===== config.mk =====
export PLATFORM = sky130hd
export DESIGN_NAME = gdss_queue
export DESIGN_NICKNAME = d
export VERILOG_FILES = /design/src/sv/gdss_queue.sv
export SDC_FILE = /design/constraint.sdc
export NUM_CORES = 1
export LEC_CHECK = 0
export BUFFER_PORTS_ARGS = -buffer_cell sky130_fd_sc_hd__buf_4
export CORE_UTILIZATION = 48
export DETAILED_ROUTE_END_ITERATION = 8
export PLACE_DENSITY = 0.71
export SLEW_MARGIN = 10
export SYNTH_ARGS = -nofsm -noshare
export SYNTH_HDL_FRONTEND = slang
export SYNTH_SLANG_ARGS = --single-unit

===== constraint.sdc =====
create_clock -name clk -period 3 [get_ports clk]
set_clock_uncertainty 0.05 [all_clocks]
set_input_delay 0.15 -clock clk [delete_from_list [all_inputs] [get_ports clk]]
set_output_delay 0.15 -clock clk [all_outputs]
set_load 0.01 [all_outputs]

===== src/sv/gdss_queue.sv =====
// Two-entry queue between the front and back ends of the gyro filter.
// Generic payload vector; no package dependency.
module gdss_queue #(
  parameter int WIDTH = 36
) (
  input  logic             clk,
  input  logic             rst_n,
  input  logic             push_valid,
  output logic             push_ready,
  input  logic [WIDTH-1:0] push_data,
  output logic             pop_valid,
  input  logic             pop_ready,
  output logic [WIDTH-1:0] pop_data
);

  logic [WIDTH-1:0] mem_r [2];
  logic             wr_ptr_r;
  logic             rd_ptr_r;
  logic [1:0]       count_r;
  logic             do_push;
  logic             do_pop;

  assign push_ready = (count_r != 2'd2);
  assign pop_valid  = (count_r != 2'd0);
  assign pop_data   = mem_r[rd_ptr_r];
  assign do_push    = push_valid && push_ready;
  assign do_pop     = pop_valid && pop_ready;

  always_ff @(posedge clk) begin
    if (do_push) begin
      mem_r[wr_ptr_r] <= push_data;
    end
  end

  always_ff @(posedge clk) begin
    if (!rst_n) begin
      wr_ptr_r <= 1'b0;
      rd_ptr_r <= 1'b0;
      count_r  <= 2'd0;
    end else begin
      if (do_push) begin
        wr_ptr_r <= ~wr_ptr_r;
      end
      if (do_pop) begin
        rd_ptr_r <= ~rd_ptr_r;
      end
      if (do_push && !do_pop) begin
        count_r <= count_r + 2'd1;
      end else if (do_pop && !do_push) begin
        count_r <= count_r - 2'd1;
      end
    end
  end

endmodule


======== Word level (Yosys, flattened, before mapping) ========
Memories as Yosys holds them, arrays and structs flattened. A register that Yosys moved wholly into a read port is not among the register bits.
Index checks and enable logic that the tools add are counted.
storage, ports and cells
  register bits after elaboration ......... 4
  bits in writable memories ............... 72
  input port bits ......................... 40
  output and inout bits ................... 38
  logic and storage cells ................. 23
  memories ................................ 1
operators by class
  add/subtract/negate cells ............... 2
  equality and inequality tests ........... 1
  mux-type cells .......................... 6
  bitwise gates (word level) .............. 2
  reductions and logical operators ........ 8
memories
  memory  depth  bits a word  rd ports  clocked after Yosys merged registers in  write ports  line  RTL
  mem_r   2      36           1         1                                        1            16    logic [WIDTH-1:0] mem_r [2];
operators by type and width
  cell                 number
  $logic_and 1x1->1    4
  $mux 1               4
  $mux 2               2
  $reduce_bool 2->1    2
  $add 2x1->2 const B  1
  $logic_not 1->1      2
  $ne 2x2->1 const B   1
  $not 1->1            2
  $sub 2x1->2 const B  1

======== Depth between registers and ports, before layout ========
Gate-level depths: netlist of run 1.
  depth after elaboration ................. 6
  mapped depth ............................ 6
  mapped depth without buffers ............ 6

======== Least setup slack after synthesis of run 1 ========
OpenSTA, ideal clock, no wires.
  path type ............................... reg-to-reg
  start point ............................. register count_r[0]
  end point ............................... memory mem_r[1][0] (enable)
  library setup time ...................... 0.397 ns
  arrival time ............................ 1.498 ns
  data required time ...................... 2.553 ns
  setup slack ............................. 1.055 ns
  cell stages (with the launch flop) ...... 3
  buffers on the path ..................... 0
  period minus slack after synthesis ...... 1.945 ns
  path through ............................ dfxtp_1 nand2b_4 and3_1
between the ends
  cells in the longest elaborated chain, start to end .. 4
RTL lines
  item                          line  RTL
  start: declaration            19    logic [1:0] count_r;
  start signal: assignment      48    count_r <= count_r + 2'd1;
  start signal: assignment      50    count_r <= count_r - 2'd1;
  $ne 2x2->1                    23    assign push_ready = (count_r != 2'd2);
  named net push_ready          9     output logic push_ready,
  $logic_and 1x1->1             26    assign do_push = push_valid && push_ready;
  $mux 1                        30    if (do_push) begin
  $mux 1 (not written as such)  31    mem_r[wr_ptr_r] <= push_data;
  end: declaration              16
The timed path passes the listed nets, and every way through them passes these cells.

======== Worst setup path after layout of run 1 ========
  start point ............................. register count_r[0]
  end point ............................... memory mem_r[0][0] (enable)
between the ends
  cells in the longest elaborated chain, start to end .. 4
RTL lines
  item                          line
  $ne 2x2->1                    23
  $logic_and 1x1->1             26
  $mux 1                        30
  $mux 1 (not written as such)  31
No other way between the ends.

==> summary.md, run 1 <==
| Metric | Value |
|---|---|
| Die Height | 78.9 um |
| Vias in the first global route | 1,725 |
| # H-tree levels | 3 |
| Post-route DRC | 0 |
| Worst Path Buf+Inv | 2 |
| Drt wl/cell | 15.1 um |
| Cells after DPL | 282 |
| Hold Crit Class | in2reg |
| Worst setup EP type | flip-flop |
| Seq/Total Area, Yosys | 0.797 |
| Starting Density | 0.506 |
| Global route overflow | 0 |
| Initial antenna violation count | 0 |
| Die W | 78.9 um |
| 1st-pass router iterations | 4 |
| Most common cell after layout, fill and taps aside | buf_4 |
| Top cells by area, synth | edfxtp_1, mux2_2, dfxtp_1, and2_1, buf_4 |
| Synthesized area | 2840 um^2 |
| Final Hold Vio Count | 0 |
| Synth area leader | edfxtp_1 |
| HPWL Detailed | 3170 um |
| Syn_nets | 177 |
| Yosys top cell area share | 0.762 |
| GRT Overall Usage | 0.174 |
| Max Clk Rate | 492 MHz |
| Synth warn | 0 |
| Setup violators final | 0 |
| Critical Path RT | 2960 ps |
| CTS Buf Count | 9 |
| GPL Wtd Cong | 0.670 |
| Largest fanout on the critical path | 19 |
| Final nets | 298 |
| I/O Pins | 78 |
| Crit path kind | reg2reg |
| P_leak | 1.54 nW |
| Setup TNS | 0 ps |
| Max cap viols | 0 |
| Routed wire length | 5050 um |
| CTS Hold Bufs | 36 |
| Die footprint | 6220 um^2 |
| Root buf cell | clkbuf_8 |
| RSZ-0062 raised after global routing | no |
| Seq cells post-synth | 77 |
| Worst-Margin Slew | 849 ps |
| Fill cells | 362 |
| Final period util | 0.677 |
| FP Rows | 27 |
| Most frequent cells in the layout | buf_4, edfxtp_1, mux2_2, dlygate4sd3_1, clkbuf_8 |
| Post-CTS resize count | 0 |
| Slowest CP cell | inv_1 |
| Vias per cell | 4.82 |
| Cell Chain, Critical Path | nand2b_4 > nand3b_1 > inv_1 > buf_4 |
| Slew margin rel. | 0.434 |
| Clock transition at path regs | 80 ps |
| Post-layout minimum cycle time | 2030 ps |
| Crit path max-delay family | buffers and inverters |
| First-pass GRT wire length | 7880 um |
| CP Launch Point | count_r[0]$_SDFFE_PN0P_ |
| Slowest cell delay on critical path | 560 ps |
| Pwr Density | 760 nW/um^2 |
| # port buffers | 77 |
| Worst Path Arrival | 1990 ps |
| HP Start | rst_n |
| Largest net degree at the start of global routing | 37 |
| Antenna cells | 0 |
| Clk_lat worst skew | 330 ps |
| Status | complete, no violations |
| Worst hold path cell count | 2 |
| Layout overhead on the synthesized area | 43.2% |
| Sink Count | 77 |
| DRT iter0 DRCs | 58 |
| Unique masters post-synth | 20 |
| Vias post-DR | 1,609 |
| Synthesized area per cell | 20.9 um^2 |
| Clk buf depth | 2 |
| CP startpoint kind | flip-flop |
| CTS tree | done |
| Final Slew Violations | 0 |
| Antenna-violating nets left | 0 |
| Share of cells above drive strength 1 | 0.508 |
| Worst Reg2Reg Path Length in Cells | 4 |
| Worst VDD drop | 0.000579 V |
| Hold slack | 11.5 ps |
| Non-Filler Instances | 334 |
| Worst r2r src | count_r[0]$_SDFFE_PN0P_ |
| Stages on worst setup path | 4 |
| # Post-CTS Setup Buffers | 0 |
| CORE AREA | 5610 um^2 |
| Cells after synthesis | 136 |
==> final cells by class <==
type / instances / area [um^2] / share of cell area
tap: 72 / 90.1 / 0.0222
inverter: 1 / 3.75 / 0.000924
timing repair buffer: 114 / 946 / 0.233
sequential: 77 / 2260 / 0.557
multi-input combinational: 54 / 546 / 0.134
clock inverter: 7 / 90.1 / 0.0222
clock buffer: 9 / 124 / 0.0305
==> layer usage <==
layer  track usage  wire length [um]  up-vias
met2         0.323              2750       49
met5             0                 0        -
met3        0.0425               182        5
li1              -                 -      771
met1         0.190              2050      784
met4        0.0655                64        0
==> synthesized netlist by cell type (all sizes together) <==
cell type,number
edfxtp,72
mux2,36
dfxtp,5
and2,4
buf,4
a21boi,2
o21ai,2
xnor2,2
a21bo,1
and3,1
ha,1
inv,1
nand2b,1
nand3b,1
or2,1
or3,1
xor2,1
==> cell families after synthesis <==
logic type / Yosys count / share of synthesized area
flip-flops: 77 / 0.797
multiplexers: 36 / 0.143
AND/OR/NAND/NOR: 9 / 0.0229
AO/OA/AOI/OAI: 5 / 0.0123
buffers and inverters: 5 / 0.0110
XOR/XNOR: 3 / 0.00926
adder cells (fa/ha/maj): 1 / 0.00441
==> state kept, by name, summed over array words and instances, names as in the netlist, named ones only <==
name / count
count_r: 2
mem_r: 72
rd_ptr_r: 1
wr_ptr_r: 1
==> power breakdown <==
group / switching [W] / leakage (nW) / internal (W)
clock: 0.000356 / 0.108 / 0.000464
sequential: 0.000106 / 0.714 / 0.00135
combinational: 0.000334 / 0.720 / 0.000479
==> path summary, 6_finish.rpt <==
path                             endpoint  slack (ps)
hold / removal    count_r[0]$_SDFFE_PN0P_          10
setup reg to reg    mem_r[0][0]$_DFFE_PP_         970
hold reg to reg                 flip-flop         540
setup / recovery    mem_r[0][0]$_DFFE_PP_         970
==> stage by stage <==
stage / power [W] / utilization / setup slack, ps / instance area, um^2
2_1_floorplan: 0.00190 / - / 1050 / 2840
3_3_place_gp: 0.00222 / 0.622 / 1070 / 3490
3_5_place_dp: 0.00226 / 0.622 / 947 / 3490
4_1_cts: 0.00311 / 0.724 / 935 / 4060
5_1_grt: 0.00323 / 0.724 / 820 / 4060
6_report: 0.00309 / 0.724 / 969 / 4060
Note: power is estimated with default switching activity, not from simulation.
==> run 2, diff against run 1 <==
--- a/config.mk
+++ b/config.mk
@@ -6,7 +6,7 @@
 export NUM_CORES = 1
 export LEC_CHECK = 0
 export BUFFER_PORTS_ARGS = -buffer_cell sky130_fd_sc_hd__buf_4
-export CORE_UTILIZATION = 48
+export CORE_UTILIZATION = 46
 export DETAILED_ROUTE_END_ITERATION = 8
 export PLACE_DENSITY = 0.71
 export SLEW_MARGIN = 10
==> constraint.sdc (replaced) <==
create_clock -name clk -period 1.7 [get_ports clk]
set_clock_uncertainty 0.05 [all_clocks]
set_input_delay 0.085 -clock clk [delete_from_list [all_inputs] [get_ports clk]]
set_output_delay 0.085 -clock clk [all_outputs]
set_load 0.01 [all_outputs]
==> summary.md, run 2 (synthesis gave the netlist of run 1 again) <==
| Metric | Value |
|---|---|
| Die W | 80.5 um |
| Setup TNS | 0 ps |
| Slew margin rel. | 0.828 |
| Most common cell after layout, fill and taps aside | buf_4 |
| Initial antenna violation count | 0 |
| Layout overhead on the synthesized area | 45.7% |
| RSZ-0062 raised after global routing | no |
| FP Rows | 28 |
| Starting Density | 0.479 |
| # port buffers | 77 |
| Largest net degree at the start of global routing | 25 |
| Sink Count | 77 |
| Worst Path Buf+Inv | 0 |
| GRT Overall Usage | 0.167 |
| Final nets | 304 |
| Clock transition at path regs | 70 ps |
| First-pass GRT wire length | 7600 um |
| Stages on worst setup path | 5 |
| Max cap viols | 0 |
| Antenna cells | 0 |
| Final Slew Violations | 0 |
| HPWL Detailed | 3020 um |
| Worst Reg2Reg Path Length in Cells | 5 |
| Slowest cell delay on critical path | 360 ps |
| Routed wire length | 5010 um |
| Pwr Density | 1300 nW/um^2 |
| Post-layout minimum cycle time | 1610 ps |
| Hold Crit Class | in2reg |
| Setup violators final | 0 |
| Vias post-DR | 1,620 |
| Crit path kind | reg2reg |
| Global route overflow | 0 |
| Worst setup EP type | flip-flop |
| Vias per cell | 4.72 |
| Top flop regs | mem_r x72, count_r x2 |
| Final Cell Area | 4140 um^2 |
| Placed Area | 3570 um^2 |
| P_leak | 1.57 nW |
| Vias in the first global route | 1,690 |
| Worst Path Arrival | 1840 ps |
| Worst VDD drop | 0.000716 V |
| DRT iter0 DRCs | 80 |
| Largest fanout on the critical path | 5 |
| Cell Chain, Critical Path | nand2b_4 > and2_1 > ha_1 > or3_1 > a21boi_1 |
| Max Clk Rate | 621 MHz |
| Clk buf depth | 2 |
| Worst-Margin Slew | 257 ps |
| Slowest CP cell | dfxtp_1 |
| # H-tree levels | 3 |
| CP startpoint kind | flip-flop |
| Critical Path RT | 1930 ps |
| Share of cells above drive strength 1 | 0.526 |
| Largest Register | mem_r |
| # Post-CTS Setup Buffers | 0 |
| GPL Wtd Cong | 0.725 |
| Number of flip-flops under the largest register name | 72 |
| Crit path setup slack, layout | 89.7 ps |
| Final Hold Vio Count | 0 |
| Most frequent cells in the layout | buf_4, edfxtp_1, dlygate4sd3_1, mux2_2, clkbuf_8 |
| CORE AREA | 5920 um^2 |
| I/O Pins | 78 |
| Worst hold path cell count | 3 |
| Clk_lat worst skew | 340 ps |
| Post-route DRC | 0 |
| Status | complete, no violations |
| Hold slack | 30.6 ps |
| Die Height | 80.5 um |
| Place WS | 98.4 ps |
| Antenna-violating nets left | 0 |
| 1st-pass router iterations | 3 |
| CTS tree | done |
| Root buf cell | clkbuf_8 |
| CTS Buf Count | 9 |
| Final period util | 0.947 |
| Die footprint | 6490 um^2 |
| Crit path max-delay family | simple AND/OR/NAND/NOR gates |
| Drt wl/cell | 14.6 um |
-- run 2: changes by cell type in the layout (fill, tap and decap cells not counted), moves of 2 or more --
cell,change
clkinvlp_4,+2
clkinv_2,+3
buf_12,+3
clkinv_1,-2
-- run 2: final cells by class --
type	instances	area, um^2
flip-flops and latches	77	2260
fillers	399	1790
repair buffers	120	1030
multi-input cells	54	546
clock buffers	9	124
well taps	75	93.8
clock inverters	7	66.3
inverters	1	7.51
-- run 2: path summary, 6_finish.rpt --
path / from / end / slack, ps
min: push_valid / wr_ptr_r$_SDFFE_PN0P_ / 30
max: count_r[0]$_SDFFE_PN0P_ / count_r[1]$_SDFFE_PN0P_ / 90
max reg2reg: count_r[0]$_SDFFE_PN0P_ / count_r[1]$_SDFFE_PN0P_ / 90
min reg2reg: count_r[1]$_SDFFE_PN0P_ / count_r[1]$_SDFFE_PN0P_ / 510
-- run 2: worst reg2reg max path, delay by kind of cell, from the launching register on --
family,cells,cell delay (ps)
AND/OR/NAND/NOR,3,690
flip-flops,1,360
adder cells (fa/ha/maj),1,320
AO/OA/AOI/OAI,1,130
-- run 2: repair_timing --
action                     in CTS  in global routing
hold buffers                   37                  0
hold endpoints to repair       77                  0
gates resized for setup         0                  1
setup endpoints to repair       0                 10
-- run 2: per-stage QoR --
step                total power (W)  cells  utilization
floorplan                   0.00335    136            -
global placement            0.00405    290        0.603
detailed placement          0.00406    290        0.603
CTS                         0.00544    343        0.698
global route                0.00564    343        0.698
finish                      0.00538    343        0.698
-- run 2: where the power goes --
| part | internal, W | switching, W |
|---|---|---|
| clock | 0.000669 | 0.000625 |
| sequential | 0.00237 | 0.0000804 |
| combinational | 0.000925 | 0.000714 |
-- run 2: routing by layer --
metal  GRT usage  up-vias  share of wire
li1            -      784              -
met1       0.192      775           0.41
met2       0.273       51           0.52
met3      0.0534       10          0.047
met4      0.0946        0          0.020
met5           0        -              0
