===== src/sv/gdss_pkg.sv =====
// Package for the gyro dead-zone, scale and smoothing filter.
// Holds action and kind codes, register indexes and fixed output constants.
// No dependencies.
package gdss_pkg;

  typedef logic [1:0] action_t;
  typedef logic [1:0] kind_t;

  // Input actions.
  localparam action_t ACT_SAMPLE     = 2'd0;
  localparam action_t ACT_ACTIVATE   = 2'd1;
  localparam action_t ACT_DEACTIVATE = 2'd2;
  localparam action_t ACT_RECAL      = 2'd3;

  // What the back end does with a queued beat.
  localparam kind_t KIND_ZERO   = 2'd0;  // zero result, smoothing state kept
  localparam kind_t KIND_CLEAR  = 2'd1;  // zero result, smoothing state cleared
  localparam kind_t KIND_SAMPLE = 2'd2;  // scale and blend

  // Configuration register indexes.
  localparam int CFG_IDX_W = 3;
  localparam logic [CFG_IDX_W-1:0] REG_OFFSET_X    = 3'd0;
  localparam logic [CFG_IDX_W-1:0] REG_OFFSET_Y    = 3'd1;
  localparam logic [CFG_IDX_W-1:0] REG_OFFSET_Z    = 3'd2;
  localparam logic [CFG_IDX_W-1:0] REG_DEAD_ZONE   = 3'd3;
  localparam logic [CFG_IDX_W-1:0] REG_SENSITIVITY = 3'd4;
  localparam logic [CFG_IDX_W-1:0] REG_SMOOTHING   = 3'd5;

  localparam int DZ_W    = 16;
  localparam int SENS_W  = 10;
  localparam int SMOOTH_W = 9;
  localparam int OUT_W   = 18;

  localparam logic [SENS_W-1:0]   SENS_RESET = 10'd256;
  localparam logic [SENS_W-1:0]   SENS_MIN   = 10'd26;
  localparam logic [SENS_W-1:0]   SENS_MAX   = 10'd768;
  localparam logic [SMOOTH_W-1:0] SMOOTH_ONE = 9'd256;

  localparam logic signed [OUT_W-1:0] OUT_MIN = 18'sh20000;
  localparam logic signed [OUT_W-1:0] OUT_MAX = 18'sh1FFFF;

endpackage


===== src/sv/gdss_if.sv =====
// Channel interfaces for the gyro filter: sample input and camera delta output.
// Depends on nothing; input widths follow the SAMPLE_BITS parameter, output deltas are 18 bits.
interface gdss_in_if #(
  parameter int SAMPLE_BITS = 16
);
  logic                          valid;
  logic                          ready;
  logic [1:0]                    action;
  logic signed [SAMPLE_BITS-1:0] gyro_x;
  logic signed [SAMPLE_BITS-1:0] gyro_y;
  logic signed [SAMPLE_BITS-1:0] gyro_z;

  modport source (output valid, action, gyro_x, gyro_y, gyro_z, input ready);
  modport sink   (input valid, action, gyro_x, gyro_y, gyro_z, output ready);
endinterface



===== src/sv/gdss_front.sv =====
// Front end of the gyro filter: accepts beats, tracks the active flag,
// removes offsets and runs the dead-zone test. Depends on gdss_pkg, gdss_in_if.
module gdss_front #(
  parameter int SAMPLE_BITS = 16
) (
  input  logic                          clk,
  input  logic                          rst_n,
  gdss_in_if.sink                       in_ch,
  input  logic signed [SAMPLE_BITS-1:0] offset_x,
  input  logic signed [SAMPLE_BITS-1:0] offset_y,
  input  logic signed [SAMPLE_BITS-1:0] offset_z,
  input  logic [gdss_pkg::DZ_W-1:0]     dead_zone,
  output logic                          push_valid,
  input  logic                          push_ready,
  output logic [2*SAMPLE_BITS+3:0]      push_data
);

  localparam int CAL_W = SAMPLE_BITS + 1;
  localparam int SQ_W  = 2 * CAL_W;
  localparam int DZ2_W = 2 * gdss_pkg::DZ_W;
  localparam int MAG_W = (SQ_W > DZ2_W) ? SQ_W : DZ2_W;

  localparam logic [1:0] FS_IDLE = 2'd0;
  localparam logic [1:0] FS_SQ1  = 2'd1;
  localparam logic [1:0] FS_SQ2  = 2'd2;
  localparam logic [1:0] FS_PUSH = 2'd3;

  logic [1:0]              state_r, state_nxt;
  logic                    active_r;
  gdss_pkg::kind_t         kind_r, kind_acc;
  logic signed [CAL_W-1:0] cal_x_r, cal_y_r, cal_z_r;
  logic signed [SQ_W-1:0]  sq_a, sq_b, sq_c;
  logic [SQ_W-1:0]         sq_a_r, sq_b_r, sq_c_r;
  logic [MAG_W-1:0]        sum_ab_r;
  logic [DZ2_W-1:0]        dz2_r;
  logic [MAG_W-1:0]        mag2;
  gdss_pkg::kind_t         kind_out;
  logic                    accept;

  assign in_ch.ready = (state_r == FS_IDLE);
  assign accept      = in_ch.valid && in_ch.ready;

  always_comb begin
    unique case (in_ch.action) inside
      gdss_pkg::ACT_SAMPLE:
        kind_acc = active_r ? gdss_pkg::KIND_SAMPLE : gdss_pkg::KIND_ZERO;
      gdss_pkg::ACT_DEACTIVATE, gdss_pkg::ACT_RECAL:
        kind_acc = gdss_pkg::KIND_CLEAR;
      default:
        kind_acc = gdss_pkg::KIND_ZERO;
    endcase
  end

  assign sq_a = cal_x_r * cal_x_r;
  assign sq_b = cal_y_r * cal_y_r;
  assign sq_c = cal_z_r * cal_z_r;

  // Squares are never negative, so the sum runs unsigned.
  assign mag2 = sum_ab_r + MAG_W'(sq_c_r);

  always_comb begin
    kind_out = kind_r;
    if (kind_r == gdss_pkg::KIND_SAMPLE && mag2 < MAG_W'(dz2_r)) begin
      kind_out = gdss_pkg::KIND_ZERO;
    end
  end

  assign push_valid = (state_r == FS_PUSH);
  assign push_data  = {kind_out, cal_x_r, cal_y_r};

  always_comb begin
    state_nxt = state_r;
    unique case (state_r)
      FS_IDLE: if (accept) state_nxt = FS_SQ1;
      FS_SQ1:  state_nxt = FS_SQ2;
      FS_SQ2:  state_nxt = FS_PUSH;
      FS_PUSH: if (push_ready) state_nxt = FS_IDLE;
      default: state_nxt = FS_IDLE;
    endcase
  end

  always_ff @(posedge clk) begin
    if (!rst_n) begin
      state_r  <= FS_IDLE;
      active_r <= 1'b0;
    end else begin
      state_r <= state_nxt;
      if (accept) begin
        if (in_ch.action == gdss_pkg::ACT_ACTIVATE) begin
          active_r <= 1'b1;
        end else if (in_ch.action == gdss_pkg::ACT_DEACTIVATE) begin
          active_r <= 1'b0;
        end
      end
    end
  end

  always_ff @(posedge clk) begin
    if (accept) begin
      kind_r  <= kind_acc;
      cal_x_r <= CAL_W'(in_ch.gyro_x) - CAL_W'(offset_x);
      cal_y_r <= CAL_W'(in_ch.gyro_y) - CAL_W'(offset_y);
      cal_z_r <= CAL_W'(in_ch.gyro_z) - CAL_W'(offset_z);
    end
    if (state_r == FS_SQ1) begin
      sq_a_r <= sq_a;
      sq_b_r <= sq_b;
    end
    if (state_r == FS_SQ2) begin
      sum_ab_r <= MAG_W'(sq_a_r) + MAG_W'(sq_b_r);
      sq_c_r   <= sq_c;
      dz2_r    <= dead_zone * dead_zone;
    end
  end

endmodule


===== src/flat_wrapper.sv =====
// flat-port wrapper written by rule: the top's interface ports become plain ports
module gdss_front_flat 
#(
  parameter int SAMPLE_BITS = 16
)
  (clk, rst_n, offset_x, offset_y, offset_z, dead_zone, push_valid, push_ready, push_data, in_ch_valid, in_ch_action, in_ch_gyro_x, in_ch_gyro_y, in_ch_gyro_z, in_ch_ready);
  gdss_in_if #(.SAMPLE_BITS(SAMPLE_BITS)) in_ch_i ();
  input  logic clk;
  input  logic rst_n;
  input  logic signed [SAMPLE_BITS-1:0] offset_x;
  input  logic signed [SAMPLE_BITS-1:0] offset_y;
  input  logic signed [SAMPLE_BITS-1:0] offset_z;
  input  logic [gdss_pkg::DZ_W-1:0] dead_zone;
  output logic push_valid;
  input  logic push_ready;
  output logic [2*SAMPLE_BITS+3:0] push_data;
  input wire logic [$bits(in_ch_i.valid)-1:0] in_ch_valid;
  input wire logic [$bits(in_ch_i.action)-1:0] in_ch_action;
  input wire logic [$bits(in_ch_i.gyro_x)-1:0] in_ch_gyro_x;
  input wire logic [$bits(in_ch_i.gyro_y)-1:0] in_ch_gyro_y;
  input wire logic [$bits(in_ch_i.gyro_z)-1:0] in_ch_gyro_z;
  output wire logic [$bits(in_ch_i.ready)-1:0] in_ch_ready;
  assign in_ch_i.valid = in_ch_valid;
  assign in_ch_i.action = in_ch_action;
  assign in_ch_i.gyro_x = in_ch_gyro_x;
  assign in_ch_i.gyro_y = in_ch_gyro_y;
  assign in_ch_i.gyro_z = in_ch_gyro_z;
  assign in_ch_ready = in_ch_i.ready;
  gdss_front #(.SAMPLE_BITS(SAMPLE_BITS)) u_core (.clk(clk), .rst_n(rst_n), .in_ch(in_ch_i), .offset_x(offset_x), .offset_y(offset_y), .offset_z(offset_z), .dead_zone(dead_zone), .push_valid(push_valid), .push_ready(push_ready), .push_data(push_data));
endmodule

===== config.mk =====
export PLATFORM = sky130hd
export DESIGN_NAME = gdss_front_flat
export DESIGN_NICKNAME = d
export VERILOG_FILES = /design/src/sv/gdss_pkg.sv /design/src/sv/gdss_if.sv /design/src/sv/gdss_front.sv /design/src/flat_wrapper.sv
export SDC_FILE = /design/constraint.sdc
export NUM_CORES = 2
export LEC_CHECK = 0
export ABC_CLOCK_PERIOD_IN_PS = 7800
export BUFFER_PORTS_ARGS = -buffer_cell sky130_fd_sc_hd__buf_2
export CAP_MARGIN = 15
export CELL_PAD_IN_SITES_DETAIL_PLACEMENT = 1
export CELL_PAD_IN_SITES_GLOBAL_PLACEMENT = 2
export CORE_MARGIN = 2
export CORE_UTILIZATION = 39
export CTS_CLUSTER_DIAMETER = 30
export DETAILED_ROUTE_END_ITERATION = 10
export HOLD_SLACK_MARGIN = 0.06
export PLACE_DENSITY_LB_ADDON = 0.1
export SYNTH_ARGS = -nofsm -noshare
export SYNTH_HDL_FRONTEND = slang
export SYNTH_SLANG_ARGS = --single-unit

===== constraint.sdc =====
create_clock -name clk -period 7.8 [get_ports clk]
set_input_delay 1.95 -clock clk [delete_from_list [all_inputs] [get_ports clk]]
set_output_delay 1.95 -clock clk [all_outputs]
set_load 0.05 [all_outputs]

# ---- After elaboration in Yosys (flattened, before gate mapping)
# Index checks and enable logic that the tools add are counted.
dict set report word_totals {
  out_inout_bits 38
  ff_bits 224
  input_bits 118
}
dict set report classes {
  addsub 5
  n_lt_le_gt_ge 1
  eq_ne 9
  n_reduce_logical 8
  mux 8
  multipliers 4
}
# operator count
set ops {}
lappend ops {{$mul A17 B17 Y34} 3}
lappend ops {{$add A34 B34 Y34} 2}
lappend ops {{$sub A16 B16 Y17} 3}
lappend ops {{$lt A34 B32 Y1} 1}
lappend ops {{$mul A16 B16 Y32} 1}
lappend ops {{$eq A2 B2 Y1 const B} 5}
lappend ops {{$mux W2} 4}
lappend ops {{$pmux W2 S4} 1}
lappend ops {{$eq A2 B1 Y1 const B} 2}
lappend ops {{$logic_not A2 Y1} 2}
lappend ops {{$pmux W2 S2} 1}
lappend ops {{$reduce_and A2 Y1} 2}
lappend ops {{$logic_and A1 B1 Y1} 2}
lappend ops {{$mux W1} 2}
lappend ops {{$ne A2 B1 Y1 const B} 1}
lappend ops {{$ne A2 B2 Y1 const B} 1}
lappend ops {{$reduce_bool A2 Y1} 1}
lappend ops {{$reduce_or A2 Y1} 1}

# ---- Longest topological paths before layout
dict set report depth {
  depth_word 4
  depth_mapped 27
  mapped_depth_nobuf 25
}

# ---- Worst setup path before layout
# OpenSTA, ideal clock, no wires.
dict set report synth_timing {
  path_kind {input to register}
  startpoint {input port dead_zone[8] in the netlist's numbering}
  endpoint {register u_core.dz2_r[30], data pin}
  stages 24
  arrival_time_ps 7336
  required_time_ps 7542
  setup_slack_ps 206
  setup_ps 258
  path_cell_list {clkbuf_1 nand2_1 inv_1 fa_1 inv_1 fa_1 inv_1 fa_1 fa_1 fa_1 inv_1 fa_1 inv_1 ha_1 clkbuf_1 and4_1 o21a_1 a211oi_1 o21a_1 o32a_1 o2bb2ai_1 o21bai_1 a21oi_1 xnor2_1}
}
dict set report synth_via {
  elab_chain_len 1
}
# item line
set synth_rtl {}
lappend synth_rtl {{start: declaration} flat_wrapper.sv:13} ;# input logic [gdss_pkg::DZ_W-1:0] dead_zone;
lappend synth_rtl {{$mul A16 B16 Y32} gdss_front.sv:112} ;# dz2_r <= dead_zone * dead_zone;
lappend synth_rtl {{end signal: assignment} gdss_front.sv:112}
lappend synth_rtl {{end: declaration} gdss_front.sv:35} ;# logic [DZ2_W-1:0] dz2_r;
# Every way passes these cells.
# A chain may end at the register's enable or synchronous reset.

# ---- Worst setup path in the final report
dict set report layout_timing {
  startpoint {input port dead_zone[5] in the netlist's numbering}
  endpoint {register u_core.dz2_r[31], data pin}
}
# The elaborated chain is that of the path after synthesis.

==> results.cfg <==
[outcome]
status = complete, no violations

[global_routing]
grt_pass1_wl_mm = 203
gr-total-overflow = 0
grt.total_usage_pct = 20.1
grt_antenna_before_repair = 3
grt_max_degree = 67
grt_pass1_vias = 38748

[die]
core-area_sq_um = 125000
fp.dieH_microns = 359
fp.dieArea_sq_um = 129000
io_pins = 156
die_w_microns = 359
rows = 130
initial_core_util_pct = 39.1

[critical_path]
cp_num_buf_inv = 7
crit_family = adder cells
cp_num_cells = 25
cp_slowest_cell = fa_1
crit_type = primary input to register
worstSetupEndpointType = register
cp_data_arrival_time_ns = 7.84
reg2regPathDepth = 21
path_common_cell = fa_1
crit_fanout = 11
startpoint_type = primary input
worstPathRequired_ns = 8.15
critPathMaxStageDelay_ns = 0.51

[finish]
area_growth_pct = 12.6
final_common_cell = inv_1
stdcell_count = 7033
nets = 6939
final_core_util_pct = 44.1
final_cell_mix = inv_1 (1376), fa_1 (964), ha_1 (530)
drive_above_1_share_pct = 8.70
finalInstanceArea_sq_um = 55200
fill_cells = 14308

[placed_design]
place.gp.congestion = 0.800
dpl_cell_area_sq_um = 52700
place_inst = 6894
dp_hpwl_mm = 105
port_buffers = 155
pre_cts_slack_ns = -0.283

[timing]
rsz0062_at_grt = false
slew_headroom_pct = 30.9
max_freq_ghz = 0.133
setup_ws_ns = 0.307
clock_skew_ns = 0.0410
maxSlewViolCount = 0
setup_violations = 0
hold_viol = 0
worst_pin_slew_ns = 1.04
fin_crit_ns = 7.49
period_share_pct = 96.1

[synth]
synth_flop_cell = edfxtp_1
synth.avg_cell_area_sq_um = 9.74
seq_area_frac_synth_pct = 13.4
synth_edf_count = 217
ys.warnings.count = 0
netlist_instances = 5032
syn_area_sq_um = 49000
async_reset_ff_share_pct = 0
yosys_register_bits = 220
syn_nets = 6646
synth_cell_type_count = 81

[cts]
root_buffer = clkbuf_16
hold_buffers = 0
cts-htree-levels = 3
clock_latency_ns = 0.64
numCtsBuffers = 72
cts_tree = built
post_cts_buffers = 0
cts_resized = 0
clk_pin_slew_ns = 0.04
cts.sinks = 220
clock_path_buffers = 3

[route]
drt_wl_total_mm = 122
drt_iter0_drc = 1042
postRouteAntennaNets = 0
drt_first_pass_iters = 5
vias = 33695
viasPerCell = 4.79
wl_per_cell_microns = 17.3
drc_errors = 0

[job]
cap_violations = 0

[hold_path]
hp-class = register to register
min_path_cells = 2
-- per-layer routing --
metal / share of wire (%) / GRT usage, % / wire length [microns]
met2: 53 / 36.9 / 64300
met1: 43 / 25.7 / 52600
met5: 0 / 0 / 0
met3: 2.3 / 1.97 / 2810
met4: 1.6 / 3.85 / 1940
-- area by class of cell --
type,instances,area [sq um],area share (%)
Multi-Input combinational cell,3340,36900,66.9
Sequential cell,220,6580,11.9
Inverter,1378,5170,9.37
Tap cell,1650,2060,3.74
Timing Repair Buffer,313,2000,3.62
Clock buffer,87,1900,3.44
Clock inverter,43,544,0.986
Antenna cell,2,5.00,0.00907
-- through the flow --
step                      TNS (ns)  hold WS [ns]
after floorplan                  0         0.478
after global placement      -0.418         0.514
after detailed placement    -0.825         0.513
after CTS                        0         0.526
after global routing             0         0.555
final                            0         0.515
-- registers in the layout, summed over array words and instances, names as in the netlist --
| signal | flops |
|---|---|
| u_core.active_r | 1 |
| u_core.cal_x_r | 17 |
| u_core.cal_y_r | 17 |
| u_core.cal_z_r | 17 |
| u_core.dz2_r | 31 |
| u_core.kind_r | 2 |
| u_core.sq_a_r | 33 |
| u_core.sq_b_r | 33 |
| u_core.sq_c_r | 33 |
| u_core.state_r | 2 |
| u_core.sum_ab_r | 34 |
-- cell families (layout without fill, tap and decap cells) --
logic type	count (synthesis)	count (layout)	share of synthesized area, %
AOI/OAI and AO/OA	540	540	7.33
xor gates and xnor gates	265	265	4.73
buffers and inverters	1472	1821	11.3
muxes	7	7	0.145
DFF	220	220	13.4
other	0	2	0
and+or+nand+nor	1032	1032	10.2
adders and majority gates	1496	1496	52.9
-- final timing paths --
| path | start | endpoint | slack [ns] |
|---|---|---|---|
| min reg2reg | u_core.active_r | u_core.active_r | 0.52 |
| min | u_core.active_r | u_core.active_r | 0.52 |
| max reg2reg | u_core.cal_z_r[7] | u_core.sq_c_r[32] | 0.47 |
| max | dead_zone[5] | u_core.dz2_r[31] | 0.31 |
-- synth_stat cells (all sizes together) (5+ instances only) --
cell / count / share of area [%]
mux2i: 6 / 0.12
and3: 24 / 0.32
and2: 207 / 2.6
or2: 17 / 0.22
a221oi: 7 / 0.17
clkbuf: 92 / 0.70
fa: 964 / 39
o31ai: 12 / 0.18
nand3: 38 / 0.39
a211o: 5 / 0.089
a31oi: 10 / 0.14
o21ai: 95 / 0.98
ha: 532 / 14
nor2: 196 / 1.5
or3: 13 / 0.17
a211oi: 24 / 0.38
nand2: 367 / 2.8
edfxtp: 217 / 13
a31o: 14 / 0.25
nand4: 14 / 0.18
nor2b: 73 / 0.93
inv: 1376 / 11
nor3: 39 / 0.40
a21oi: 153 / 1.6
o21a: 34 / 0.52
o21bai: 24 / 0.37
nand2b: 27 / 0.34
a21o: 88 / 1.3
o211ai: 10 / 0.15
a41o: 6 / 0.12
xnor2: 213 / 3.8
xor2: 52 / 0.93
a21boi: 16 / 0.25
-- worst reg2reg max path, cell delays in order (launching register included) --
cell       delay [ns]
edfxtp_1         0.68
buf_4            0.28
nand2_1          0.14
fa_1             0.61
fa_1             0.46
fa_1             0.54
inv_1            0.06
fa_1             0.52
fa_1             0.50
inv_1            0.05
fa_1             0.47
inv_1            0.04
ha_1             0.35
a21o_1           0.20
a21oi_1          0.15
o21bai_1         0.11
o21ai_0          0.23
a21boi_1         0.41
a2111oi_0        0.24
buf_4            0.19
o31ai_1          0.52
o211ai_1         0.28
Power is left out: the tool's default activity adds up to more than one toggle a clock period on the data nets, which glitch-free logic cannot reach.
