[config.mk]
export PLATFORM = sky130hd
export DESIGN_NAME = gdss_back_flat
export DESIGN_NICKNAME = d
export VERILOG_FILES = /design/src/sv/gdss_pkg.sv /design/src/sv/gdss_if.sv /design/src/sv/gdss_back.sv /design/src/flat_wrapper.sv
export SDC_FILE = /design/constraint.sdc
export NUM_CORES = 2
export LEC_CHECK = 0
export BUFFER_PORTS_ARGS = -buffer_cell sky130_fd_sc_hd__buf_4
export CORE_AREA = 2 2 298 300
export DETAILED_ROUTE_END_ITERATION = 8
export DIE_AREA = 0 0 300 302
export GPL_TIMING_DRIVEN = 0
export PLACE_DENSITY = 0.82
export SKIP_LAST_GASP = 1
export SYNTH_ARGS = -nofsm -noshare
export SYNTH_HDL_FRONTEND = slang
export SYNTH_SLANG_ARGS = --single-unit
[constraint.sdc]
create_clock -name clk -period 18.95 [get_ports clk]
set_input_delay 1.895 -clock clk [delete_from_list [all_inputs] [get_ports clk]]
set_output_delay 1.895 -clock clk [all_outputs]
set_load 0.02 [all_outputs]
[src/sv/gdss_pkg.sv]
// Package for the gyro dead-zone, scale and smoothing filter.
// Holds action and kind codes, register indexes and fixed output constants.
// No dependencies.
package gdss_pkg;

  typedef logic [1:0] action_t;
  typedef logic [1:0] kind_t;

  // Input actions.
  localparam action_t ACT_SAMPLE     = 2'd0;
  localparam action_t ACT_ACTIVATE   = 2'd1;
  localparam action_t ACT_DEACTIVATE = 2'd2;
  localparam action_t ACT_RECAL      = 2'd3;

  // What the back end does with a queued beat.
  localparam kind_t KIND_ZERO   = 2'd0;  // zero result, smoothing state kept
  localparam kind_t KIND_CLEAR  = 2'd1;  // zero result, smoothing state cleared
  localparam kind_t KIND_SAMPLE = 2'd2;  // scale and blend

  // Configuration register indexes.
  localparam int CFG_IDX_W = 3;
  localparam logic [CFG_IDX_W-1:0] REG_OFFSET_X    = 3'd0;
  localparam logic [CFG_IDX_W-1:0] REG_OFFSET_Y    = 3'd1;
  localparam logic [CFG_IDX_W-1:0] REG_OFFSET_Z    = 3'd2;
  localparam logic [CFG_IDX_W-1:0] REG_DEAD_ZONE   = 3'd3;
  localparam logic [CFG_IDX_W-1:0] REG_SENSITIVITY = 3'd4;
  localparam logic [CFG_IDX_W-1:0] REG_SMOOTHING   = 3'd5;

  localparam int DZ_W    = 16;
  localparam int SENS_W  = 10;
  localparam int SMOOTH_W = 9;
  localparam int OUT_W   = 18;

  localparam logic [SENS_W-1:0]   SENS_RESET = 10'd256;
  localparam logic [SENS_W-1:0]   SENS_MIN   = 10'd26;
  localparam logic [SENS_W-1:0]   SENS_MAX   = 10'd768;
  localparam logic [SMOOTH_W-1:0] SMOOTH_ONE = 9'd256;

  localparam logic signed [OUT_W-1:0] OUT_MIN = 18'sh20000;
  localparam logic signed [OUT_W-1:0] OUT_MAX = 18'sh1FFFF;

endpackage

[src/sv/gdss_if.sv]


interface gdss_out_if;
  logic               valid;
  logic               ready;
  logic signed [17:0] yaw_delta;
  logic signed [17:0] pitch_delta;

  modport source (output valid, yaw_delta, pitch_delta, input ready);
  modport sink   (input valid, yaw_delta, pitch_delta, output ready);
endinterface

[src/sv/gdss_back.sv]
// Back end of the gyro filter: scales, blends with the previous output,
// saturates and holds the result beat. Depends on gdss_pkg, gdss_out_if.
module gdss_back #(
  parameter int SAMPLE_BITS = 16
) (
  input  logic                          clk,
  input  logic                          rst_n,
  input  logic                          pop_valid,
  output logic                          pop_ready,
  input  logic [2*SAMPLE_BITS+3:0]      pop_data,
  input  logic [gdss_pkg::SENS_W-1:0]   sensitivity,
  input  logic [gdss_pkg::SMOOTH_W-1:0] smoothing,
  gdss_out_if.source                    out_ch
);

  localparam int CAL_W   = SAMPLE_BITS + 1;
  localparam int PROD_W  = CAL_W + gdss_pkg::SENS_W + 1;
  localparam int SC_W    = PROD_W - 8;
  localparam int PREV_W  = gdss_pkg::OUT_W + gdss_pkg::SMOOTH_W + 1;
  localparam int WSC_W   = SC_W + gdss_pkg::SMOOTH_W + 1;
  localparam int SUM_W   = ((PREV_W > WSC_W) ? PREV_W : WSC_W) + 1;
  localparam int SHR_W   = SUM_W - 8;

  localparam logic [1:0] BS_IDLE  = 2'd0;
  localparam logic [1:0] BS_SCALE = 2'd1;
  localparam logic [1:0] BS_MIX   = 2'd2;
  localparam logic [1:0] BS_FIN   = 2'd3;

  logic [1:0]                           state_r, state_nxt;
  gdss_pkg::kind_t                      kind_r;
  logic signed [CAL_W-1:0]              cal_x_r, cal_y_r;
  logic signed [gdss_pkg::OUT_W-1:0]    prev_yaw_r, prev_pitch_r;
  logic [gdss_pkg::SENS_W-1:0]          sens_c;
  logic [gdss_pkg::SMOOTH_W-1:0]        s_c, inv_s;
  logic signed [PROD_W-1:0]             prod_y, prod_p;
  logic signed [SC_W-1:0]               sc_y_r, sc_p_r;
  logic signed [PREV_W-1:0]             pp_y, pp_p, pp_y_r, pp_p_r;
  logic signed [WSC_W-1:0]              wsc_y, wsc_p, wsc_y_r, wsc_p_r;
  logic signed [SUM_W-1:0]              sum_y, sum_p;
  logic signed [SHR_W-1:0]              shr_y, shr_p;
  logic signed [gdss_pkg::OUT_W-1:0]    res_y, res_p;
  logic                                 out_valid_r;
  logic signed [gdss_pkg::OUT_W-1:0]    out_yaw_r, out_pitch_r;
  logic                                 slot_free;
  logic                                 finish;

  function automatic logic signed [gdss_pkg::OUT_W-1:0] sat_out(
    input logic signed [SHR_W-1:0] v
  );
    logic fits;
    fits = (v[SHR_W-1:gdss_pkg::OUT_W-1] == '0) || (v[SHR_W-1:gdss_pkg::OUT_W-1] == '1);
    if (fits) begin
      sat_out = v[gdss_pkg::OUT_W-1:0];
    end else if (v[SHR_W-1]) begin
      sat_out = gdss_pkg::OUT_MIN;
    end else begin
      sat_out = gdss_pkg::OUT_MAX;
    end
  endfunction

  // Registers are clamped at use, as written values may lie outside the range.
  always_comb begin
    if (sensitivity < gdss_pkg::SENS_MIN) begin
      sens_c = gdss_pkg::SENS_MIN;
    end else if (sensitivity > gdss_pkg::SENS_MAX) begin
      sens_c = gdss_pkg::SENS_MAX;
    end else begin
      sens_c = sensitivity;
    end
    s_c   = (smoothing > gdss_pkg::SMOOTH_ONE) ? gdss_pkg::SMOOTH_ONE : smoothing;
    inv_s = gdss_pkg::SMOOTH_ONE - s_c;
  end

  assign prod_y = cal_y_r * $signed({1'b0, sens_c});
  assign prod_p = cal_x_r * $signed({1'b0, sens_c});
  assign pp_y   = prev_yaw_r * $signed({1'b0, s_c});
  assign pp_p   = prev_pitch_r * $signed({1'b0, s_c});
  assign wsc_y  = sc_y_r * $signed({1'b0, inv_s});
  assign wsc_p  = sc_p_r * $signed({1'b0, inv_s});
  assign sum_y  = SUM_W'(pp_y_r) + SUM_W'(wsc_y_r);
  assign sum_p  = SUM_W'(pp_p_r) + SUM_W'(wsc_p_r);
  // Arithmetic shift right by eight is a floor division by 256.
  assign shr_y  = sum_y[SUM_W-1:8];
  assign shr_p  = sum_p[SUM_W-1:8];

  always_comb begin
    if (kind_r == gdss_pkg::KIND_SAMPLE) begin
      res_y = sat_out(shr_y);
      res_p = sat_out(shr_p);
    end else begin
      res_y = '0;
      res_p = '0;
    end
  end

  assign slot_free          = !out_valid_r || out_ch.ready;
  assign finish             = (state_r == BS_FIN) && slot_free;
  assign pop_ready          = (state_r == BS_IDLE);
  assign out_ch.valid       = out_valid_r;
  assign out_ch.yaw_delta   = out_yaw_r;
  assign out_ch.pitch_delta = out_pitch_r;

  always_comb begin
    state_nxt = state_r;
    unique case (state_r)
      BS_IDLE: begin
        if (pop_valid) begin
          state_nxt = (pop_data[2*CAL_W+1:2*CAL_W] == gdss_pkg::KIND_SAMPLE) ?
                      BS_SCALE : BS_FIN;
        end
      end
      BS_SCALE: state_nxt = BS_MIX;
      BS_MIX:   state_nxt = BS_FIN;
      BS_FIN:   if (slot_free) state_nxt = BS_IDLE;
      default:  state_nxt = BS_IDLE;
    endcase
  end

  always_ff @(posedge clk) begin
    if (!rst_n) begin
      state_r      <= BS_IDLE;
      out_valid_r  <= 1'b0;
      prev_yaw_r   <= '0;
      prev_pitch_r <= '0;
    end else begin
      state_r <= state_nxt;
      if (finish) begin
        out_valid_r <= 1'b1;
        if (kind_r == gdss_pkg::KIND_SAMPLE) begin
          prev_yaw_r   <= res_y;
          prev_pitch_r <= res_p;
        end else if (kind_r == gdss_pkg::KIND_CLEAR) begin
          prev_yaw_r   <= '0;
          prev_pitch_r <= '0;
        end
      end else if (out_ch.ready) begin
        out_valid_r <= 1'b0;
      end
    end
  end

  always_ff @(posedge clk) begin
    if (pop_valid && pop_ready) begin
      kind_r  <= pop_data[2*CAL_W+1:2*CAL_W];
      cal_x_r <= pop_data[2*CAL_W-1:CAL_W];
      cal_y_r <= pop_data[CAL_W-1:0];
    end
    if (state_r == BS_SCALE) begin
      sc_y_r <= prod_y[PROD_W-1:8];
      sc_p_r <= prod_p[PROD_W-1:8];
      pp_y_r <= pp_y;
      pp_p_r <= pp_p;
    end
    if (state_r == BS_MIX) begin
      wsc_y_r <= wsc_y;
      wsc_p_r <= wsc_p;
    end
    if (finish) begin
      out_yaw_r   <= res_y;
      out_pitch_r <= res_p;
    end
  end

endmodule

[src/flat_wrapper.sv]
// flat-port wrapper written by rule: the top's interface ports become plain ports
module gdss_back_flat 
#(
  parameter int SAMPLE_BITS = 16
)
  (clk, rst_n, pop_valid, pop_ready, pop_data, sensitivity, smoothing, out_ch_valid, out_ch_yaw_delta, out_ch_pitch_delta, out_ch_ready);
  gdss_out_if out_ch_i ();
  input  logic clk;
  input  logic rst_n;
  input  logic pop_valid;
  output logic pop_ready;
  input  logic [2*SAMPLE_BITS+3:0] pop_data;
  input  logic [gdss_pkg::SENS_W-1:0] sensitivity;
  input  logic [gdss_pkg::SMOOTH_W-1:0] smoothing;
  output wire logic [$bits(out_ch_i.valid)-1:0] out_ch_valid;
  output wire logic [$bits(out_ch_i.yaw_delta)-1:0] out_ch_yaw_delta;
  output wire logic [$bits(out_ch_i.pitch_delta)-1:0] out_ch_pitch_delta;
  input wire logic [$bits(out_ch_i.ready)-1:0] out_ch_ready;
  assign out_ch_valid = out_ch_i.valid;
  assign out_ch_yaw_delta = out_ch_i.yaw_delta;
  assign out_ch_pitch_delta = out_ch_i.pitch_delta;
  assign out_ch_i.ready = out_ch_ready;
  gdss_back #(.SAMPLE_BITS(SAMPLE_BITS)) u_core (.clk(clk), .rst_n(rst_n), .pop_valid(pop_valid), .pop_ready(pop_ready), .pop_data(pop_data), .sensitivity(sensitivity), .smoothing(smoothing), .out_ch(out_ch_i));
endmodule
# --- Word level (Yosys, flattened, before mapping) ---
# Cells that the tools add are included.
word_totals:
  ff_bits: 267
  out_inout_bits: 38
  elab_cells: 68
op_classes:
  n_addsub: 3
  n_mul: 6
  n_lt_le_gt_ge: 3
  eq_ne: 10
  muxes: 18
  reduce_logical: 13
ops:
  columns: ["operator", "count"]
  rows:
  - ["$mux 18", 9]
  - ["$add 28x30->31", 2]
  - ["$mul 20x10->30", 2]
  - ["$mul 17x11->28", 2]
  - ["$mul 18x10->28", 2]
  - ["$mux 10", 2]
  - ["$eq 6x6->1 const B", 2]
  - ["$logic_not 6->1", 2]
  - ["$gt 10x10->1 const B", 1]
  - ["$lt 10x5->1 const B", 1]
  - ["$gt 9x9->1 const B", 1]
  - ["$mux 9", 1]
  - ["$sub 9x9->9 const A", 1]
  - ["$eq 2x2->1 const B", 4]
  - ["$pmux 2 s4", 1]
  - ["$mux 2", 3]
  - ["$eq 2x1->1 const B", 2]
  - ["$reduce_and 2->1", 2]
  - ["$reduce_bool 2->1", 2]
  - ["$logic_or 1x1->1", 3]
  - ["$logic_and 1x1->1", 2]
  - ["$logic_not 2->1", 1]
  - ["$mux 1", 2]
  - ["$ne 2x1->1 const B", 1]
  - ["2 further kinds", 2]

# --- Depth between registers and ports, before layout ---
depth:
  word_depth: 6
  mapped_depth: 30

# --- Worst setup path after synthesis ---
# No wires, ideal clock.
synth_path:
  path_kind: "input-to-reg"
  startpoint: "input port smoothing[0] (netlist name)"
  endpoint: "register u_core.wsc_y_r[29], data pin"
  arrival_time_ns: 8.522
  required_time_ns: 18.684
  setup_slack_ns: 10.162
  cell_stages: 30
  n_path_buf: 4
  path_cell_list: "nor2b_1 > clkbuf_1 > clkbuf_1 > clkbuf_1 > inv_1 > ha_1 > xnor2_1 > clkbuf_1 > nand2_1 > fa_1 > inv_1 > fa_1 > inv_1 > fa_1 > inv_1 > fa_1 > inv_1 > fa_1 > inv_1 > ha_1 > nor2_1 > nand2_1 > o311ai_0 > a31oi_1 > o41ai_1 > o21ai_0 > o22ai_1 > o21ai_0 > mux2i_1 > nand4_1"
synth_via:
  elab_chain_cells: 4
synth_lines:
  columns: ["item", "line_no", "text"]
  rows:
  - ["start: declaration", "flat_wrapper.sv:14", "input logic [gdss_pkg::SMOOTH_W-1:0] smoothing;"]
  - ["$gt 9x9->1", "gdss_back.sv:70", "s_c = (smoothing > gdss_pkg::SMOOTH_ONE) ? gdss_pkg::SMOOTH_ONE : smoothing;"]
  - ["$mux 9 *", "gdss_back.sv:70", null]
  - ["$sub 9x9->9 *", "gdss_back.sv:71", "inv_s = gdss_pkg::SMOOTH_ONE - s_c;"]
  - ["$mul 20x10->30 *", "gdss_back.sv:78", "assign wsc_y = sc_y_r * $signed({1'b0, inv_s});"]
  - ["net u_core.wsc_y[29]", "gdss_back.sv:38", "logic signed [WSC_W-1:0] wsc_y, wsc_p, wsc_y_r, wsc_p_r;"]
  - ["end signal: assignment", "gdss_back.sv:155", "wsc_y_r <= wsc_y;"]
  - ["end: declaration", "gdss_back.sv:38", null]
# Mark *: on every way through the listed nets, which the timed path passes. The rest lies on a longest branch.
# A chain may end at the register's enable or synchronous reset.

# --- Worst setup path in the final report ---
layout_path:
  startpoint: "input port smoothing[8] (netlist name)"
  endpoint: "register u_core.wsc_y_r[29], data pin"
# Same word-level chain as after synthesis.

==> impl_metrics.json <==
{
  "drtIter0Drc": 2108,
  "synth_top_family_by_area": "adder cells",
  "synthAdderAreaFrac_pct": 48.3,
  "route.detailed.drc": 0,
  "nets": 6562,
  "critPathSlowestCell": "clkbuf_1",
  "synthMuxAreaShare_pct": 0.0630,
  "cts.sinks": 267,
  "whs_path_depth": 2,
  "place_congestion": 0.961,
  "gr-usage-all-layers_pct": 25.8,
  "finalMaxSlewViolations": 0,
  "critPathKind": "in2reg",
  "start_util_pct": 54.4,
  "finalCriticalPeriod_ns": 11.43,
  "netlist_area_um2": 47600,
  "hold_class": "reg2reg",
  "cts_buffers": 36,
  "grt_overflow": 0,
  "grt_pass1_vias": 36365,
  "ys_top_cells_by_area": "fa_1, edfxtp_1, ha_1",
  "max_slew_margin_pct": 19.8,
  "cts_tree": "built",
  "place.detailed.hpwl_um": 93100,
  "post_drt_wl_per_cell_um": 17.7,
  "grt_max_degree": 64,
  "antenna_found_initial": 3,
  "vias": 34469,
  "cpMostUsedCell": "inv_1",
  "synth_flop_cell": "edfxtp_1",
  "synthCells": 5053,
  "finalInstanceArea_um2": 51000,
  "cp.required_ns": 19.25,
  "cts-root-buf": "clkbuf_16",
  "max_stage_delay_ns": 0.89,
  "fin_worst_skew_ns": 0.0238,
  "core_area_um2": 87600,
  "final-hold-violation-count": 0,
  "die_h_um": 302,
  "fmax_mhz": 87.5,
  "synthXorXnorAreaFrac_pct": 3.77,
  "yosys.area_share.simple_pct": 15.7,
  "cts_buffer_depth": 3,
  "ys_ff_latch": 267,
  "die-area_um2": 90600,
  "status": "finished clean",
  "drt-total-wl_um": 113000,
  "num_rows": 109,
  "drt_first_pass_iters": 6,
  "ios": 97,
  "async_flop_share_pct": 0,
  "maxCapViolations": 0,
  "ctsHoldBuffers": 0,
  "synth_edf_count": 228,
  "viasPerCell": 5.40,
  "synth_nets": 6424,
  "h-tree-depth": 2,
  "cts_resized": 0,
  "rsz0062_at_grt": "false",
  "die_w_um": 300,
  "drive_gt1_share_pct": 3.35,
  "synth_compound_area_share_pct": 6.47,
  "period_share_pct": 60.3,
  "syn_to_final_growth_pct": 7.16,
  "ant_nets": 0,
  "worstRegToRegCells": 22,
  "start_kind": "input port",
  "synth_area_per_cell_um2": 9.43,
  "path_max_fanout": 10,
  "yosysWarningCount": 0,
  "port_buffers": 96,
  "fin_setup_tns_ns": 0,
  "setup_viol": 0,
  "synth.largest_area_cell": "fa_1",
  "worst_pin_slew_ns": 1.20,
  "clkTransAtPathRegs_ns": 0.07,
  "final_core_util_pct": 58.3,
  "n_antenna_cell": 0,
  "synth_top_area_share_pct": 36.8,
  "crit_arrival_ns": 11.73,
  "n_fill_cell": 7293,
  "post_dp_cell_area_um2": 49900,
  "clock_latency_ns": 0.57,
  "endpoint_kind": "flip-flop",
  "ys_types": 73,
  "grt_first_pass_wirelength_um": 185000,
  "seq_area_frac_synth_pct": 16.0,
  "postCtsSetupBuffers": 0
}
stage by stage:
| step | instances | hold WS (ns) | setup slack (ns) |
|---|---|---|---|
| 2_1_floorplan | 5053 | 0.487 | 10.16 |
| 3_3_place_gp | 6314 | 0.506 | 7.47 |
| 6_report | 6383 | 0.538 | 7.52 |
| 4_1_cts | 6383 | 0.541 | 7.80 |
| 5_1_grt | 6383 | 0.571 | 7.14 |
| 3_5_place_dp | 6318 | 0.532 | 7.23 |
cell type report:
class | count | area (um^2) | area share (%)
Tap cell | 1165 | 1460 | 2.86
Clock inverter | 20 | 156 | 0.306
Inverter | 1035 | 3880 | 7.61
Multi-Input combinational cell | 3553 | 35400 | 69.3
Buffer | 198 | 761 | 1.49
Sequential cell | 267 | 7630 | 14.9
Timing Repair Buffer | 100 | 816 | 1.60
Clock buffer | 45 | 956 | 1.87
logic make-up (layout without fill, tap and decap cells):
kind of cell	after synthesis	in the layout
flip-flops	267	267
buffers and inverters	1233	1398
AO/OA/AOI/OAI	486	486
multiplexers	3	3
AND/OR/NAND/NOR	1547	1547
XOR/XNOR	205	205
adder cells (fa/ha/maj)	1312	1312
critical path: cells and delay by family:
| kind | cells | cell delay [ns] |
|---|---|---|
| buf+inv | 11 | 3.11 |
| xor+xnor | 1 | 0.69 |
| compound gates | 6 | 2.15 |
| mux | 1 | 0.17 |
| fa+ha+maj | 7 | 3.01 |
| simple gates | 5 | 0.68 |
Yosys cell counts (all sizes together) (19+ instances only):
library cell  number
dfxtp             39
fa               876
clkbuf           125
a21o              57
nand2            706
o21a              25
a21oi            155
nand2b            21
and2             452
nor2b             39
inv             1035
nor2             161
buf               73
nor3              36
o21ai            112
and3              46
nand3             37
o21bai            19
ha               436
edfxtp           228
xor2              65
xnor2            140
registers in the layout, summed over array words and instances (netlist names), 18 cells and up:
| name | count |
|---|---|
| u_core.out_ch.yaw_delta | 18 |
| u_core.sc_y_r | 20 |
| u_core.prev_pitch_r | 18 |
| u_core.prev_yaw_r | 18 |
| u_core.wsc_y_r | 30 |
| u_core.pp_y_r | 28 |
| u_core.out_ch.pitch_delta | 18 |
| u_core.wsc_p_r | 30 |
| u_core.pp_p_r | 28 |
| u_core.sc_p_r | 20 |
cells in the final DEF, fill, tap and decap left out, drive strengths merged, types with 46 or more instances in the layout:
| cell | instances |
|---|---|
| edfxtp | 228 |
| nor2 | 161 |
| buf | 173 |
| nand2 | 706 |
| xor2 | 65 |
| inv | 1039 |
| a21oi | 155 |
| xnor2 | 140 |
| ha | 436 |
| and2 | 452 |
| and3 | 46 |
| o21ai | 112 |
| a21o | 57 |
| fa | 876 |
| clkbuf | 170 |
routing by layer:
layer | share of wire (%) | track usage [%]
met1 | 39 | 32.4
met2 | 47 | 43.3
met3 | 8.1 | 4.64
met4 | 5.3 | 12.2
met5 | 0.040 | 0
worst paths after layout:
| path | slack (ns) | from | to |
|---|---|---|---|
| worst max-delay path | 7.52 | smoothing[8] | u_core.wsc_y_r[29] |
| worst min-delay path | 0.54 | u_core.state_r[1] | u_core.state_r[1] |
| worst max register to register | 12.05 | u_core.cal_x_r[5] | u_core.sc_p_r[14] |
| worst min register to register | 0.54 | u_core.state_r[1] | u_core.state_r[1] |
Power is not shown: default switching activity piles up to over one toggle a cycle in this logic, so the estimate is an artifact.
